**src/rtl/core/mp2_pkg.sv**
```systemverilog
// ----------------------------------------------------------------------------
// Maximal points package
// Shared defaults, chain commands, controller states and chain status.
// ----------------------------------------------------------------------------
package mp2_pkg;

  localparam int CAPACITY_DEF   = 64;
  localparam int COORD_BITS_DEF = 16;

  typedef enum logic [3:0] {
    CMD_HOLD   = 4'b0001,
    CMD_DELETE = 4'b0010,
    CMD_INSERT = 4'b0100,
    CMD_DRAIN  = 4'b1000
  } cmd_e_t;

  typedef enum logic [2:0] {
    ST_IDLE = 3'b001,
    ST_PROC = 3'b010,
    ST_EMIT = 3'b100
  } state_e_t;

  typedef struct packed {
    logic any_dom;
    logic any_cov;
    logic full;
    logic head_valid;
    logic head_last;
  } stat_t;

endpackage

```
**src/rtl/core/mp2_ctrl.sv**
```systemverilog
// ----------------------------------------------------------------------------
// Maximal points controller
// Holds the point under work and sequences removal, insertion and draining.
// ----------------------------------------------------------------------------
module mp2_ctrl #(
  parameter int COORD_BITS = mp2_pkg::COORD_BITS_DEF
) (
  input  logic                         clk,
  input  logic                         rst_n,
  input  logic                         in_valid,
  input  logic signed [COORD_BITS-1:0] in_x,
  input  logic signed [COORD_BITS-1:0] in_y,
  input  logic                         in_last,
  output logic                         in_ready,
  input  mp2_pkg::stat_t               stat,
  output mp2_pkg::cmd_e_t              cmd,
  output logic signed [COORD_BITS-1:0] px,
  output logic signed [COORD_BITS-1:0] py,
  output logic                         out_valid,
  input  logic                         out_ready,
  output logic                         overflow
);
  import mp2_pkg::*;

  state_e_t                     state_r;
  state_e_t                     state_nxt;
  logic signed [COORD_BITS-1:0] px_r;
  logic signed [COORD_BITS-1:0] py_r;
  logic                         last_r;
  logic                         ovf_r;
  logic                         ovf_nxt;
  logic                         done;

  always_comb begin
    state_nxt = state_r;
    ovf_nxt   = ovf_r;
    cmd       = CMD_HOLD;
    done      = 1'b0;
    unique case (state_r)
      ST_IDLE: begin
        if (in_valid) begin
          state_nxt = ST_PROC;
        end
      end
      ST_PROC: begin
        priority if (stat.any_dom) begin
          done = 1'b1;
        end else if (stat.any_cov) begin
          cmd = CMD_DELETE;
        end else if (stat.full) begin
          ovf_nxt = 1'b1;
          done    = 1'b1;
        end else begin
          cmd  = CMD_INSERT;
          done = 1'b1;
        end
        if (done) begin
          state_nxt = last_r ? ST_EMIT : ST_IDLE;
        end
      end
      ST_EMIT: begin
        if (out_ready && stat.head_valid) begin
          cmd = CMD_DRAIN;
          if (stat.head_last) begin
            state_nxt = ST_IDLE;
            ovf_nxt   = 1'b0;
          end
        end
      end
      default: begin
        state_nxt = ST_IDLE;
      end
    endcase
  end

  always_ff @(posedge clk) begin
    if (!rst_n) begin
      state_r <= ST_IDLE;
      ovf_r   <= 1'b0;
    end else begin
      state_r <= state_nxt;
      ovf_r   <= ovf_nxt;
    end
    if (state_r == ST_IDLE && in_valid) begin
      px_r   <= in_x;
      py_r   <= in_y;
      last_r <= in_last;
    end
  end

  assign in_ready  = (state_r == ST_IDLE);
  assign out_valid = (state_r == ST_EMIT) && stat.head_valid;
  assign overflow  = ovf_r;
  assign px        = px_r;
  assign py        = py_r;

endmodule
```
**config.mk**
```make
export PLATFORM = sky130hd
export DESIGN_NAME = mp2_ctrl
export DESIGN_NICKNAME = d
export VERILOG_FILES = /design/src/rtl/core/mp2_pkg.sv /design/src/rtl/core/mp2_ctrl.sv
export SDC_FILE = /design/constraint.sdc
export NUM_CORES = 1
export LEC_CHECK = 0
export BUFFER_PORTS_ARGS = -buffer_cell sky130_fd_sc_hd__buf_4
export CORE_UTILIZATION = 44
export CTS_CLUSTER_DIAMETER = 30
export DETAILED_ROUTE_END_ITERATION = 8
export GPL_TIMING_DRIVEN = 0
export PLACE_DENSITY_LB_ADDON = 0.3
export SLEW_MARGIN = 20
export SYNTH_ARGS = -nofsm -noshare
export SYNTH_HDL_FRONTEND = slang
export SYNTH_SLANG_ARGS = --single-unit
```
**constraint.sdc**
```tcl
create_clock -name clk -period 2.7 [get_ports clk]
set_input_delay 0.54 -clock clk [delete_from_list [all_inputs] [get_ports clk]]
set_output_delay 0.54 -clock clk [all_outputs]
set_load 0.03 [all_outputs]
```
==> out/results.txt <==
GRT Util Overall: 17.3%
Die Y: 55.8 um
Placeable Area: 2760 um^2
Initial detailed-routing violation count: 20
Number of global-route vias before repair: 809
Worst R2R End: px[0]
Vias per inst: 4.84
# DRC: 0
Setup bufs post-CTS: 0
Final hold slack: 0.377 ns
CTS root buffer: clkbuf_4
Hold Fails Final Rpt: 0
Final worst path period need: 2.11 ns
Worst r2r path cells: 2
Largest net degree at the start of global routing: 35
Commonest non-fill, non-tap cell in the layout: buf_4
Slew @ Worst Pin: 0.769 ns
Rel. slew slack: 48.8%
CTS tree: yes
Worst Hold End: py[3]
Placed Cells: 174
Max-Cap Viols: 0
Final wirelength: 2.52 mm
# clock sinks: 37
Post-Syn Nets: 105
Vias post-DR: 881
Hold Crit Class: primary input to register
Die span in x: 55.8 um
Worst path cell trace: nor3b_2, and3_1, a21oi_1, buf_4
Post-layout net count: 192
Synthesized area: 1270 um^2
H-tree depth: 2
Initial antenna violation count: 0
CP arrival: 1.57 ns
Nature of the critical path endpoint: output pin
Layout Skew: 0.00799 ns
PortBufs: 80
Most frequent cells in the layout: buf_4 (80), edfxtp_1 (33), clkbuf_4 (5), dfxtp_1 (4), a21oi_1 (3)
CTS Buf Count: 5
Cell count after synthesis: 63
Max-slew violations: 0
Post-CTS sizing: 0
Leak pwr: 0.842 nW
Synth warn: 0
Design area: 1960 um^2
Total Die Area: 3110 um^2
Clock transition at path regs: 0.11 ns
Yosys cell types: 22
Buf+Inv Stages, Crit Path: 1
Unrepaired setup endpoints after global routing: no
Finish-stage setup viols: 0
Worst setup SP type: register
Synth Register Bits: 37
GR Overflow Total: 0
CP max-delay cell: dfxtp_1
Drt wl/cell: 13.8 um
Clk_lat worst skew: 0.33 ns
Crit Reg-Reg Startpoint: state_r[0]
Status: finished, final reports clean
Max VDD drop: 0.000492 V
Register area share after synthesis: 84.2%
Routability cong.: 0.667
F_max: 475 MHz
Worst EP required: 2.16 ns
Dpl cell area: 1910 um^2
I/O pin count: 81
Slowest stage delay, CP: 0.45 ns
Rows: 19
Worst-case clock buffer depth: 2
Initial Utilization: 46.1%
Drt pass-1 iters: 2
Max Fanout on Critical Path: 5
Final period util: 78.0%
Pwr Density: 606 nW/um^2
Area Growth Syn to Fin: 54.3%
DRT antenna net count: 0
Cts hold-fix bufs: 0
Hold path start: in_y[3]
Non-Filler Instances: 182
TNS Setup: 0 ns
First-pass GRT wire length: 3.93 mm
Worst path top cell family by delay: simple AND/OR/NAND/NOR gates
Syn avg cell area: 20.2 um^2
Layout cells sized above 1: 62.3%
Worst hold stages: 1
DP HPWL: 1.85 mm
Crit Path Class: register to output pin
Setup slack, reg-to-reg: 0.91 ns
ANT cells: 0
## state kept, by name (all words and copies together) (netlist names)
name	cells
px	16
py	16
last_r	1
state_r	3
overflow	1
## power breakdown
group          total, mW  internal (mW)  switching, mW  leakage, nW
Combinational      0.226         0.0958          0.131        0.463
Clock              0.268         0.0992          0.169       0.0320
Sequential         0.694          0.677         0.0165        0.346
## cell usage after synthesis
cell type,n,area [um^2]
edfxtp_1,33,991
dfxtp_1,4,80.1
a21oi_1,3,15.0
and2_1,2,12.5
inv_1,2,7.51
nand2_1,2,7.51
nor3b_2,2,25.0
a211oi_2,1,12.5
a31oi_1,1,6.26
and2_2,1,7.51
and2_4,1,8.76
and3_1,1,6.26
nand2b_1,1,6.26
nand3_1,1,5.00
nand3b_1,1,7.51
nor3b_1,1,7.51
nor4b_4,1,23.8
nor4bb_1,1,10.0
o211a_1,1,10.0
o21ai_0,1,5.00
o311ai_1,1,8.76
or2b_2,1,8.76
## metrics by stage
step / total power [mW] / utilization, % / worst slack (ns)
after floorplan: 0.821 / - / 0.591
after global placement: 0.929 / 69.3 / 0.819
after detailed placement: 0.936 / 69.3 / 0.809
after CTS: 1.20 / 71.2 / 0.575
after global routing: 1.24 / 71.2 / 0.474
final: 1.19 / 71.2 / 0.593
## cell type report
class,instances,area [um^2]
Clock inverter,2,10.0
Timing Repair Buffer,80,601
Inverter,2,7.51
Fill cell,188,795
Clock buffer,6,41.3
Sequential cell,37,1070
Tap cell,31,38.8
Multi-Input combinational cell,24,194
## per-layer routing
| layer | track usage [%] | wire length, um | vias up |
|---|---|---|---|
| li1 | - | - | 418 |
| met1 | 19.2 | 960 | 415 |
| met2 | 29.4 | 1340 | 46 |
| met3 | 6.74 | 197 | 2 |
| met4 | 7.50 | 19 | 0 |
| met5 | 0 | 0 | - |
## logic make-up (layout without fill, tap and decap cells)
group,after synthesis,count (layout),synth area share [%]
flip-flops,37,37,84.2
buffers and inverters,2,90,0.590
AND/OR/NAND/NOR,16,16,10.7
AO/OA/AOI/OAI,8,8,4.52
## worst max path at each step
stage,depth (start not counted),start,slack [ns],to
after detailed placement,4,stat[4],0.81,cmd[2]
after global placement,4,stat[4],0.82,cmd[2]
after floorplan,2,stat[4],0.59,cmd[2]
after CTS,4,state_r[2],0.58,cmd[0]
after global routing,4,state_r[2],0.47,cmd[0]
final,4,state_r[2],0.59,cmd[0]
Note: power is estimated with default switching activity, not from simulation.
