### config.mk
export PLATFORM = sky130hd
export DESIGN_NAME = mp2_cell
export DESIGN_NICKNAME = d
export VERILOG_FILES = /design/src/rtl/core/mp2_pkg.sv /design/src/rtl/core/mp2_cell.sv
export SDC_FILE = /design/constraint.sdc
export NUM_CORES = 1
export LEC_CHECK = 0
export ABC_AREA = 0
export BUFFER_PORTS_ARGS = -buffer_cell sky130_fd_sc_hd__buf_2
export CAP_MARGIN = 0
export CORE_MARGIN = 4
export CORE_UTILIZATION = 41
export DETAILED_ROUTE_END_ITERATION = 16
export PLACE_DENSITY_LB_ADDON = 0.15
export SYNTH_ARGS = -nofsm -noshare
export SYNTH_HDL_FRONTEND = slang
export SYNTH_SLANG_ARGS = --single-unit
### constraint.sdc
create_clock -name clk -period 2.7 [get_ports clk]
set_clock_uncertainty 0.2 [all_clocks]
set_input_delay 0.405 -clock clk [delete_from_list [all_inputs] [get_ports clk]]
set_output_delay 0.405 -clock clk [all_outputs]
set_load 0.005 [all_outputs]
### src/rtl/core/mp2_pkg.sv
// ----------------------------------------------------------------------------
// Maximal points package
// Shared defaults, chain commands, controller states and chain status.
// ----------------------------------------------------------------------------
package mp2_pkg;

  localparam int CAPACITY_DEF   = 64;
  localparam int COORD_BITS_DEF = 16;

  typedef enum logic [3:0] {
    CMD_HOLD   = 4'b0001,
    CMD_DELETE = 4'b0010,
    CMD_INSERT = 4'b0100,
    CMD_DRAIN  = 4'b1000
  } cmd_e_t;

  typedef enum logic [2:0] {
    ST_IDLE = 3'b001,
    ST_PROC = 3'b010,
    ST_EMIT = 3'b100
  } state_e_t;

  typedef struct packed {
    logic any_dom;
    logic any_cov;
    logic full;
    logic head_valid;
    logic head_last;
  } stat_t;

endpackage

### src/rtl/core/mp2_cell.sv
// ----------------------------------------------------------------------------
// Maximal points cell
// Holds one kept point and compares it with the point under work.
// ----------------------------------------------------------------------------
module mp2_cell #(
  parameter int COORD_BITS = mp2_pkg::COORD_BITS_DEF
) (
  input  logic                         clk,
  input  logic                         rst_n,
  input  mp2_pkg::cmd_e_t              cmd,
  input  logic signed [COORD_BITS-1:0] px,
  input  logic signed [COORD_BITS-1:0] py,
  input  logic                         prev_valid,
  input  logic signed [COORD_BITS-1:0] prev_x,
  input  logic signed [COORD_BITS-1:0] prev_y,
  input  logic                         prev_gt,
  input  logic                         next_valid,
  input  logic signed [COORD_BITS-1:0] next_x,
  input  logic signed [COORD_BITS-1:0] next_y,
  output logic                         valid,
  output logic signed [COORD_BITS-1:0] x,
  output logic signed [COORD_BITS-1:0] y,
  output logic                         dom,
  output logic                         cov,
  output logic                         gt
);
  import mp2_pkg::*;

  logic                         valid_r;
  logic                         valid_nxt;
  logic signed [COORD_BITS-1:0] x_r;
  logic signed [COORD_BITS-1:0] x_nxt;
  logic signed [COORD_BITS-1:0] y_r;
  logic signed [COORD_BITS-1:0] y_nxt;
  logic                         keep;

  assign dom  = valid_r && (x_r >= px) && (y_r >= py);
  assign cov  = valid_r && (x_r <= px) && (y_r <= py);
  assign gt   = !valid_r || (x_r > px);
  assign keep = valid_r && (x_r <= px) && (y_r > py);

  always_comb begin
    valid_nxt = valid_r;
    x_nxt     = x_r;
    y_nxt     = y_r;
    unique case (cmd)
      CMD_HOLD: begin
      end
      CMD_DELETE: begin
        if (!keep) begin
          valid_nxt = next_valid;
          x_nxt     = next_x;
          y_nxt     = next_y;
        end
      end
      CMD_INSERT: begin
        if (gt) begin
          if (!prev_gt) begin
            valid_nxt = 1'b1;
            x_nxt     = px;
            y_nxt     = py;
          end else begin
            valid_nxt = prev_valid;
            x_nxt     = prev_x;
            y_nxt     = prev_y;
          end
        end
      end
      CMD_DRAIN: begin
        valid_nxt = next_valid;
        x_nxt     = next_x;
        y_nxt     = next_y;
      end
      default: begin
      end
    endcase
  end

  always_ff @(posedge clk) begin
    if (!rst_n) begin
      valid_r <= 1'b0;
    end else begin
      valid_r <= valid_nxt;
    end
    x_r <= x_nxt;
    y_r <= y_nxt;
  end

  assign valid = valid_r;
  assign x     = x_r;
  assign y     = y_r;

endmodule

==> results_dict.tcl, run 1 <==
set metrics [dict create \
    outcome "complete, but fails checks" \
    violations "negative setup slack" \
    syn-num-nets 411 \
    synth_most_common_cell "a21oi_1" \
    grt_usage_pct 17.4 \
    path_buf_inv 3 \
    vias_per_cell 4.86 \
    synth_warnings 0 \
    grt_max_degree 29 \
    core_area_um2 6060 \
    grt_remaining_overflow 0 \
    hold_path.startpoint "rst_n" \
    synth_area_leaders "edfxtp_1 (37%), ha_1 (15%), mux2i_1 (13%)" \
    yosysSeqAreaShare_pct 37.6 \
    power_density_nw_per_um2 356 \
    ios 141 \
    n_antenna_cell 0 \
    timing.final.ws_setup_ns -0.154 \
    maxCapViolations 0 \
    rr_endpoint "y[10]" \
    slowest_delay_ns 0.39 \
    crit_path_top_delay_cell "edfxtp_1" \
    place_congestion 0.801 \
    wire_per_inst_um 13.3 \
    seq_area_um2 981 \
    final.fill_count 558 \
    multiInputGateArea_um2 1580 \
    synthFlopType "edfxtp_1" \
    hold_end "valid" \
    ys_ff_latch 33 \
    finalHoldViolCount 0 \
    nets 570 \
    cts_tree "yes" \
    cts_hold_buf 0 \
    critPathCaptureType "output pin" \
    clk_pin_slew_ns 0.06 \
    fp-row-count 28 \
    ant_nets 0 \
    cp.required_ns 2.10 \
    dp_hpwl_um 5670 \
    die_area_um2 7700 \
    num_vias 2474 \
    synth_cells 274 \
    r2r-start "y[10]" \
    cts.sinks 33 \
    post-place-ws_ns -0.112 \
    reg2reg_depth 9 \
    die_h_um 87.8 \
    ir_drop_uv 333 \
    worst_pin_slew_ns 0.580 \
    leakagePower_nw 1.93 \
    hold_depth 3 \
    ys_async_sr_fraction_pct 0 \
    criticalPathCategory "register to output pin" \
    drive_gt1_share_pct 44.2 \
    fin_crit_sh_pct 106 \
    grt_pass1_wl_um 10500 \
    synth_common_cells "a21oi_1 (46), nor2_1 (38), inv_1 (36), mux2i_1 (33)" \
    crit_family "simple AND/OR/NAND/NOR gates" \
    grt_antenna_before_repair 0 \
    drc_errors 0 \
    synth-edff-count 32 \
    start_util_pct 43.0 \
    cp-start-kind "register" \
    synth_area_leader_cell "edfxtp_1" \
    synth_top_area_share_pct 36.9 \
    port_buffers 140 \
    cts.path.max_buffers 2 \
    grt_pass1_vias 2324 \
    regToRegSetupSlack_ns 0.02 \
    path_cells "ha_1 -> nand4_1 -> nor4_4 -> a211oi_2 -> buf_4 -> o21bai_4 -> inv_2 -> a21oi_2 -> buf_2" \
    htree_levels 2 \
    drv_slew 0 \
    initialDrtViolationCount 36 \
    fmax_ghz 0.350 \
    synthDistinctLibCells 36 \
    finalCriticalPeriod_ns 2.85 \
    cp_max_fo 2 \
    firstDrtPassIters 4 \
    synth_area_per_cell_um2 9.52 \
    critical_path_arrival_ns 2.25 \
    wl_um 6760 \
    setup_tns_ns -0.342 \
    cts_root_buffer "clkbuf_8" \
    syn_to_final_growth_pct 45.2 \
    clock_latency_ns 0.28 \
    netlist_area_um2 2610 \
    hold_path.class "primary input to register" \
    finalSetupViolCount 3 \
    maxSlewHeadroom_pct 61.3 \
    numCtsBuffers 5 \
    grt_setup_unrepaired "yes" \
    fp.dieW_um 87.8 \
]
## cell type report
class / instances / area share [%]
Timing Repair Buffer: 163 / 24.2
Multi-Input combinational cell: 194 / 41.7
Inverter: 36 / 3.57
Clock inverter: 1 / 0.132
Sequential cell: 33 / 25.9
Clock buffer: 7 / 2.02
Tap cell: 75 / 2.48
## worst register-to-register path: stages (launching register included)
cell	delay, ns
edfxtp_1	0.39
ha_1	0.32
nand4_1	0.19
nor4_4	0.36
a211oi_2	0.12
o2111a_1	0.16
buf_4	0.14
o31ai_2	0.28
nand2_4	0.12
buf_12	0.17
## worst max-delay path by stage
stage            from  endpoint  slack (ns)  cells after the start
4_1_cts          y[5]       cov       -0.18                      9
3_3_place_gp   py[15]       dom       -0.20                     10
3_5_place_dp   py[15]       dom       -0.11                     10
6_report        y[10]       cov       -0.15                      9
5_1_grt          y[6]       cov       -0.27                      9
2_1_floorplan  px[15]      x[0]         0.1                      8
## sequential cells by signal, summed over array words and instances (netlist names)
| signal | flops |
|---|---|
| valid | 1 |
| x | 16 |
| y | 16 |
## through the flow
stage | utilization, % | hold WS [ns] | total power, W | std cells | area, um^2
final | 62.5 | 0.191 | 0.00135 | 509 | 3790
after floorplan | - | 0.308 | 0.000805 | 274 | 2610
after global placement | 58.1 | 0.334 | 0.000973 | 493 | 3520
after global routing | 62.5 | 0.185 | 0.00144 | 509 | 3790
after CTS | 62.1 | 0.180 | 0.00136 | 508 | 3760
after detailed placement | 58.1 | 0.343 | 0.000980 | 493 | 3520
## cells by family (layout without fill, tap and decap cells)
kind of cell | Yosys count | in the layout | synth area share, %
AOI/OAI and AO/OA | 65 | 65 | 15.0
and+or+nand+nor | 64 | 64 | 12.6
buffers and inverters | 47 | 207 | 6.81
muxes | 33 | 33 | 12.7
DFF | 33 | 33 | 37.6
adders and majority gates | 32 | 32 | 15.4
## per-layer routing
layer	vias to the layer above	track usage, %	wire [um]
met5	-	0	0
met4	0	4.60	55
met3	5	4.23	538
met2	76	29.3	3210
met1	1089	22.4	2960
li1	1304	-	-
## repair_timing
action	4_1_cts	5_1_grt
pin swaps	15	8
setup endpoints to repair	24	36
setup buffers	7	1
resized for setup	12	5
## where the power goes
part           switching (W)  internal [W]  total, W
clock network       0.000166      0.000181  0.000346
registers          0.0000158      0.000597  0.000613
logic               0.000184      0.000204  0.000388
total               0.000365      0.000982   0.00135
## placed cells by master, fill, tap and decap left out, types with 2 or more instances in the layout
cell / netlist / final
buf_2: 1 / 139
inv_1: 36 / 35
clkbuf_8: 0 / 5
edfxtp_1: 32 / 32
nand2_1: 7 / 6
buf_12: 0 / 3
nand4_1: 5 / 5
nor4_4: 1 / 2
a21oi_1: 46 / 44
buf_4: 0 / 20
mux2i_1: 33 / 33
clkbuf_1: 9 / 2
nand3_1: 2 / 2
nor2_1: 38 / 38
ha_1: 32 / 26
ha_4: 0 / 6
o211ai_1: 2 / 2
o21ai_0: 3 / 2
a21oi_2: 0 / 2
a21o_1: 4 / 4
nor4b_1: 3 / 2
No activity file was read; power rests on OpenSTA's default activity.
==> inputs of run 2 (changes only) <==
--- a/config.mk
+++ b/config.mk
@@ -9,9 +9,9 @@
 export BUFFER_PORTS_ARGS = -buffer_cell sky130_fd_sc_hd__buf_2
 export CAP_MARGIN = 0
 export CORE_MARGIN = 4
-export CORE_UTILIZATION = 41
+export CORE_UTILIZATION = 46
 export DETAILED_ROUTE_END_ITERATION = 16
-export PLACE_DENSITY_LB_ADDON = 0.15
+export PLACE_DENSITY_LB_ADDON = 0.25
 export SYNTH_ARGS = -nofsm -noshare
 export SYNTH_HDL_FRONTEND = slang
 export SYNTH_SLANG_ARGS = --single-unit
==> constraint.sdc (replaced) <==
create_clock -name clk -period 3 [get_ports clk]
set_clock_uncertainty 0.2 [all_clocks]
set_input_delay 0.45 -clock clk [delete_from_list [all_inputs] [get_ports clk]]
set_output_delay 0.45 -clock clk [all_outputs]
set_load 0.005 [all_outputs]
==> run 2 against run 1 <==
The run now ends clean. Cell area shrank 5.0%. Clock power shrank 10%. Final cell count down 3.5%. Critical endpoint unchanged.
==> results_dict.tcl, run 2 (synthesized netlist as in run 1, its figures left out) <==
set metrics [dict create \
    path_cells "ha_4 -> nand4_1 -> nor4_4 -> a211oi_2 -> o2111a_1 -> o21bai_4 -> inv_1 -> a21oi_1 -> buf_2" \
    finalCriticalPeriod_ns 2.99 \
    cp_max_fo 3 \
    ios 141 \
    use_met2_pct 32.7 \
    grt_setup_unrepaired "yes" \
    fp-row-count 27 \
    wire_per_inst_um 13.6 \
    ant_nets 0 \
    cp-startpoint "y[6]" \
    htree_levels 2 \
    grt_remaining_overflow 0 \
    drive_gt1_share_pct 40.8 \
    cts.path.max_buffers 2 \
    cts_root_buffer "clkbuf_8" \
    fp.dieW_um 83.3 \
    dp_hpwl_um 5390 \
    n_antenna_cell 0 \
    fmax_ghz 0.335 \
    worst_pin_slew_ns 0.569 \
    r2r-start "x[15]" \
    grt_pass1_wl_um 10900 \
    cp.required_ns 2.35 \
    regToRegSetupSlack_ns 0.30 \
    wl_um 6680 \
    path_buf_inv 2 \
    die_h_um 83.3 \
    cts_tree "yes" \
    grt_usage_pct 19.1 \
    critPathCaptureType "output pin" \
    pwr-share-seq_pct 46.6 \
    firstDrtPassIters 4 \
    outcome "completed" \
    crit_family "simple AND/OR/NAND/NOR gates" \
    core_area_um2 5510 \
    comb_power_share_pct 27.1 \
    gr-usage-met1_pct 23.4 \
    timing.final.ws_setup_ns 0.0144 \
    port_buffers 140 \
    final_common_cell "buf_2" \
    cts_hold_buf 0 \
    hold_path.startpoint "rst_n" \
    place_congestion 0.819 \
    crit_path_top_delay_cell "edfxtp_1" \
    syn_to_final_growth_pct 38.0 \
    numCtsBuffers 5 \
    final.fill_count 494 \
    cts.sinks 33 \
    setup_tns_ns 0 \
    fin_crit_sh_pct 99.5 \
    clk_pin_slew_ns 0.07 \
    seq_area_um2 981 \
    p_sw_share_pct 27.6 \
    die_area_um2 6940 \
    clock_latency_ns 0.28 \
    ir_drop_uv 186 \
    vias_per_cell 5.04 \
    cp-start-kind "register" \
    num_vias 2473 \
    grt_antenna_before_repair 0 \
    nets 556 \
    grt_pass1_vias 2352 \
    finalSetupViolCount 0 \
    post-place-ws_ns 0.000514 \
    switchingPower_w 0.000326 \
    drc_errors 0 \
    slowest_delay_ns 0.43 \
    multiInputGateArea_um2 1520 \
    maxCapViolations 0 \
    criticalPathCategory "register to output pin" \
    pwr-share-clk_pct 26.3 \
    grt_busiest_layer "met2" \
    intPower_w 0.000856 \
    layout_common_cells "buf_2 (140), a21oi_1 (45), nor2_1 (38)" \
    hold_path.class "primary input to register" \
    power_density_nw_per_um2 329 \
    initialDrtViolationCount 57 \
    start_util_pct 47.4 \
    critical_path_arrival_ns 2.34 \
    drv_slew 0 \
    grt_use_met3_pct 6.05 \
    grt_max_degree 41 \
    maxSlewHeadroom_pct 62.1 \
    finalHoldViolCount 0 \
    leakagePower_nw 1.85 \
]
==> run 2: cell types whose count changed in the layout (fill, tap and decap cells not counted), sizes merged <==
cell,delta
buf,-14
clkbuf,-1
==> run 2: power groups by stage <==
stage          registers [W]  clock network, W  logic (W)
2_1_floorplan       0.000562                 0   0.000163
3_3_place_gp        0.000559                 0   0.000300
3_5_place_dp        0.000560                 0   0.000306
4_1_cts             0.000550          0.000324   0.000310
5_1_grt             0.000553          0.000349   0.000364
6_report            0.000551          0.000311   0.000320
==> run 2: worst register-to-register path, stage by stage, from the launching register on <==
cell and delay (ns):
edfxtp_1 0.39, ha_1 0.36, nand4_2 0.18, nor4_4 0.37, a221oi_2 0.13, a31oi_2 0.32
a21oi_1 0.13, nand2_2 0.14, buf_12 0.17
==> run 2: cell type report <==
type / instances / share of cell area, %
clock buffers: 6 / 2.02
clock inverters: 1 / 0.104
inverters: 36 / 3.76
multi-input cells: 194 / 42.3
flip-flops and latches: 33 / 27.3
well taps: 72 / 2.50
repair buffers: 149 / 22.1
==> run 2: worst paths after layout <==
path         cells past startpoint  endpoint
min reg2reg                      2     valid
max                              9       cov
max reg2reg                      8      y[9]
min                              3     valid
==> run 2: per-stage QoR <==
| step | hold WS [ns] | utilization (%) | power (W) | instances | instance area, um^2 |
|---|---|---|---|---|---|
| 2_1_floorplan | 0.308 | - | 0.000724 | 274 | 2610 |
| 3_3_place_gp | 0.333 | 62.2 | 0.000859 | 480 | 3420 |
| 3_5_place_dp | 0.357 | 62.2 | 0.000866 | 480 | 3420 |
| 4_1_cts | 0.227 | 63.8 | 0.00118 | 487 | 3510 |
| 5_1_grt | 0.242 | 65.3 | 0.00127 | 491 | 3600 |
| 6_report | 0.239 | 65.3 | 0.00118 | 491 | 3600 |
==> run 2: timing repair <==
action	CTS	global route
endpoints found under the setup margin	2	3
pin swaps	3	10
resized for setup	2	6
buffers inserted	0	4
==> run 2: layer usage <==
metal	vias to the layer above	routed length (um)
met2	75	3380
met3	6	491
met4	0	51
met5	-	0
li1	1277	-
met1	1115	2750
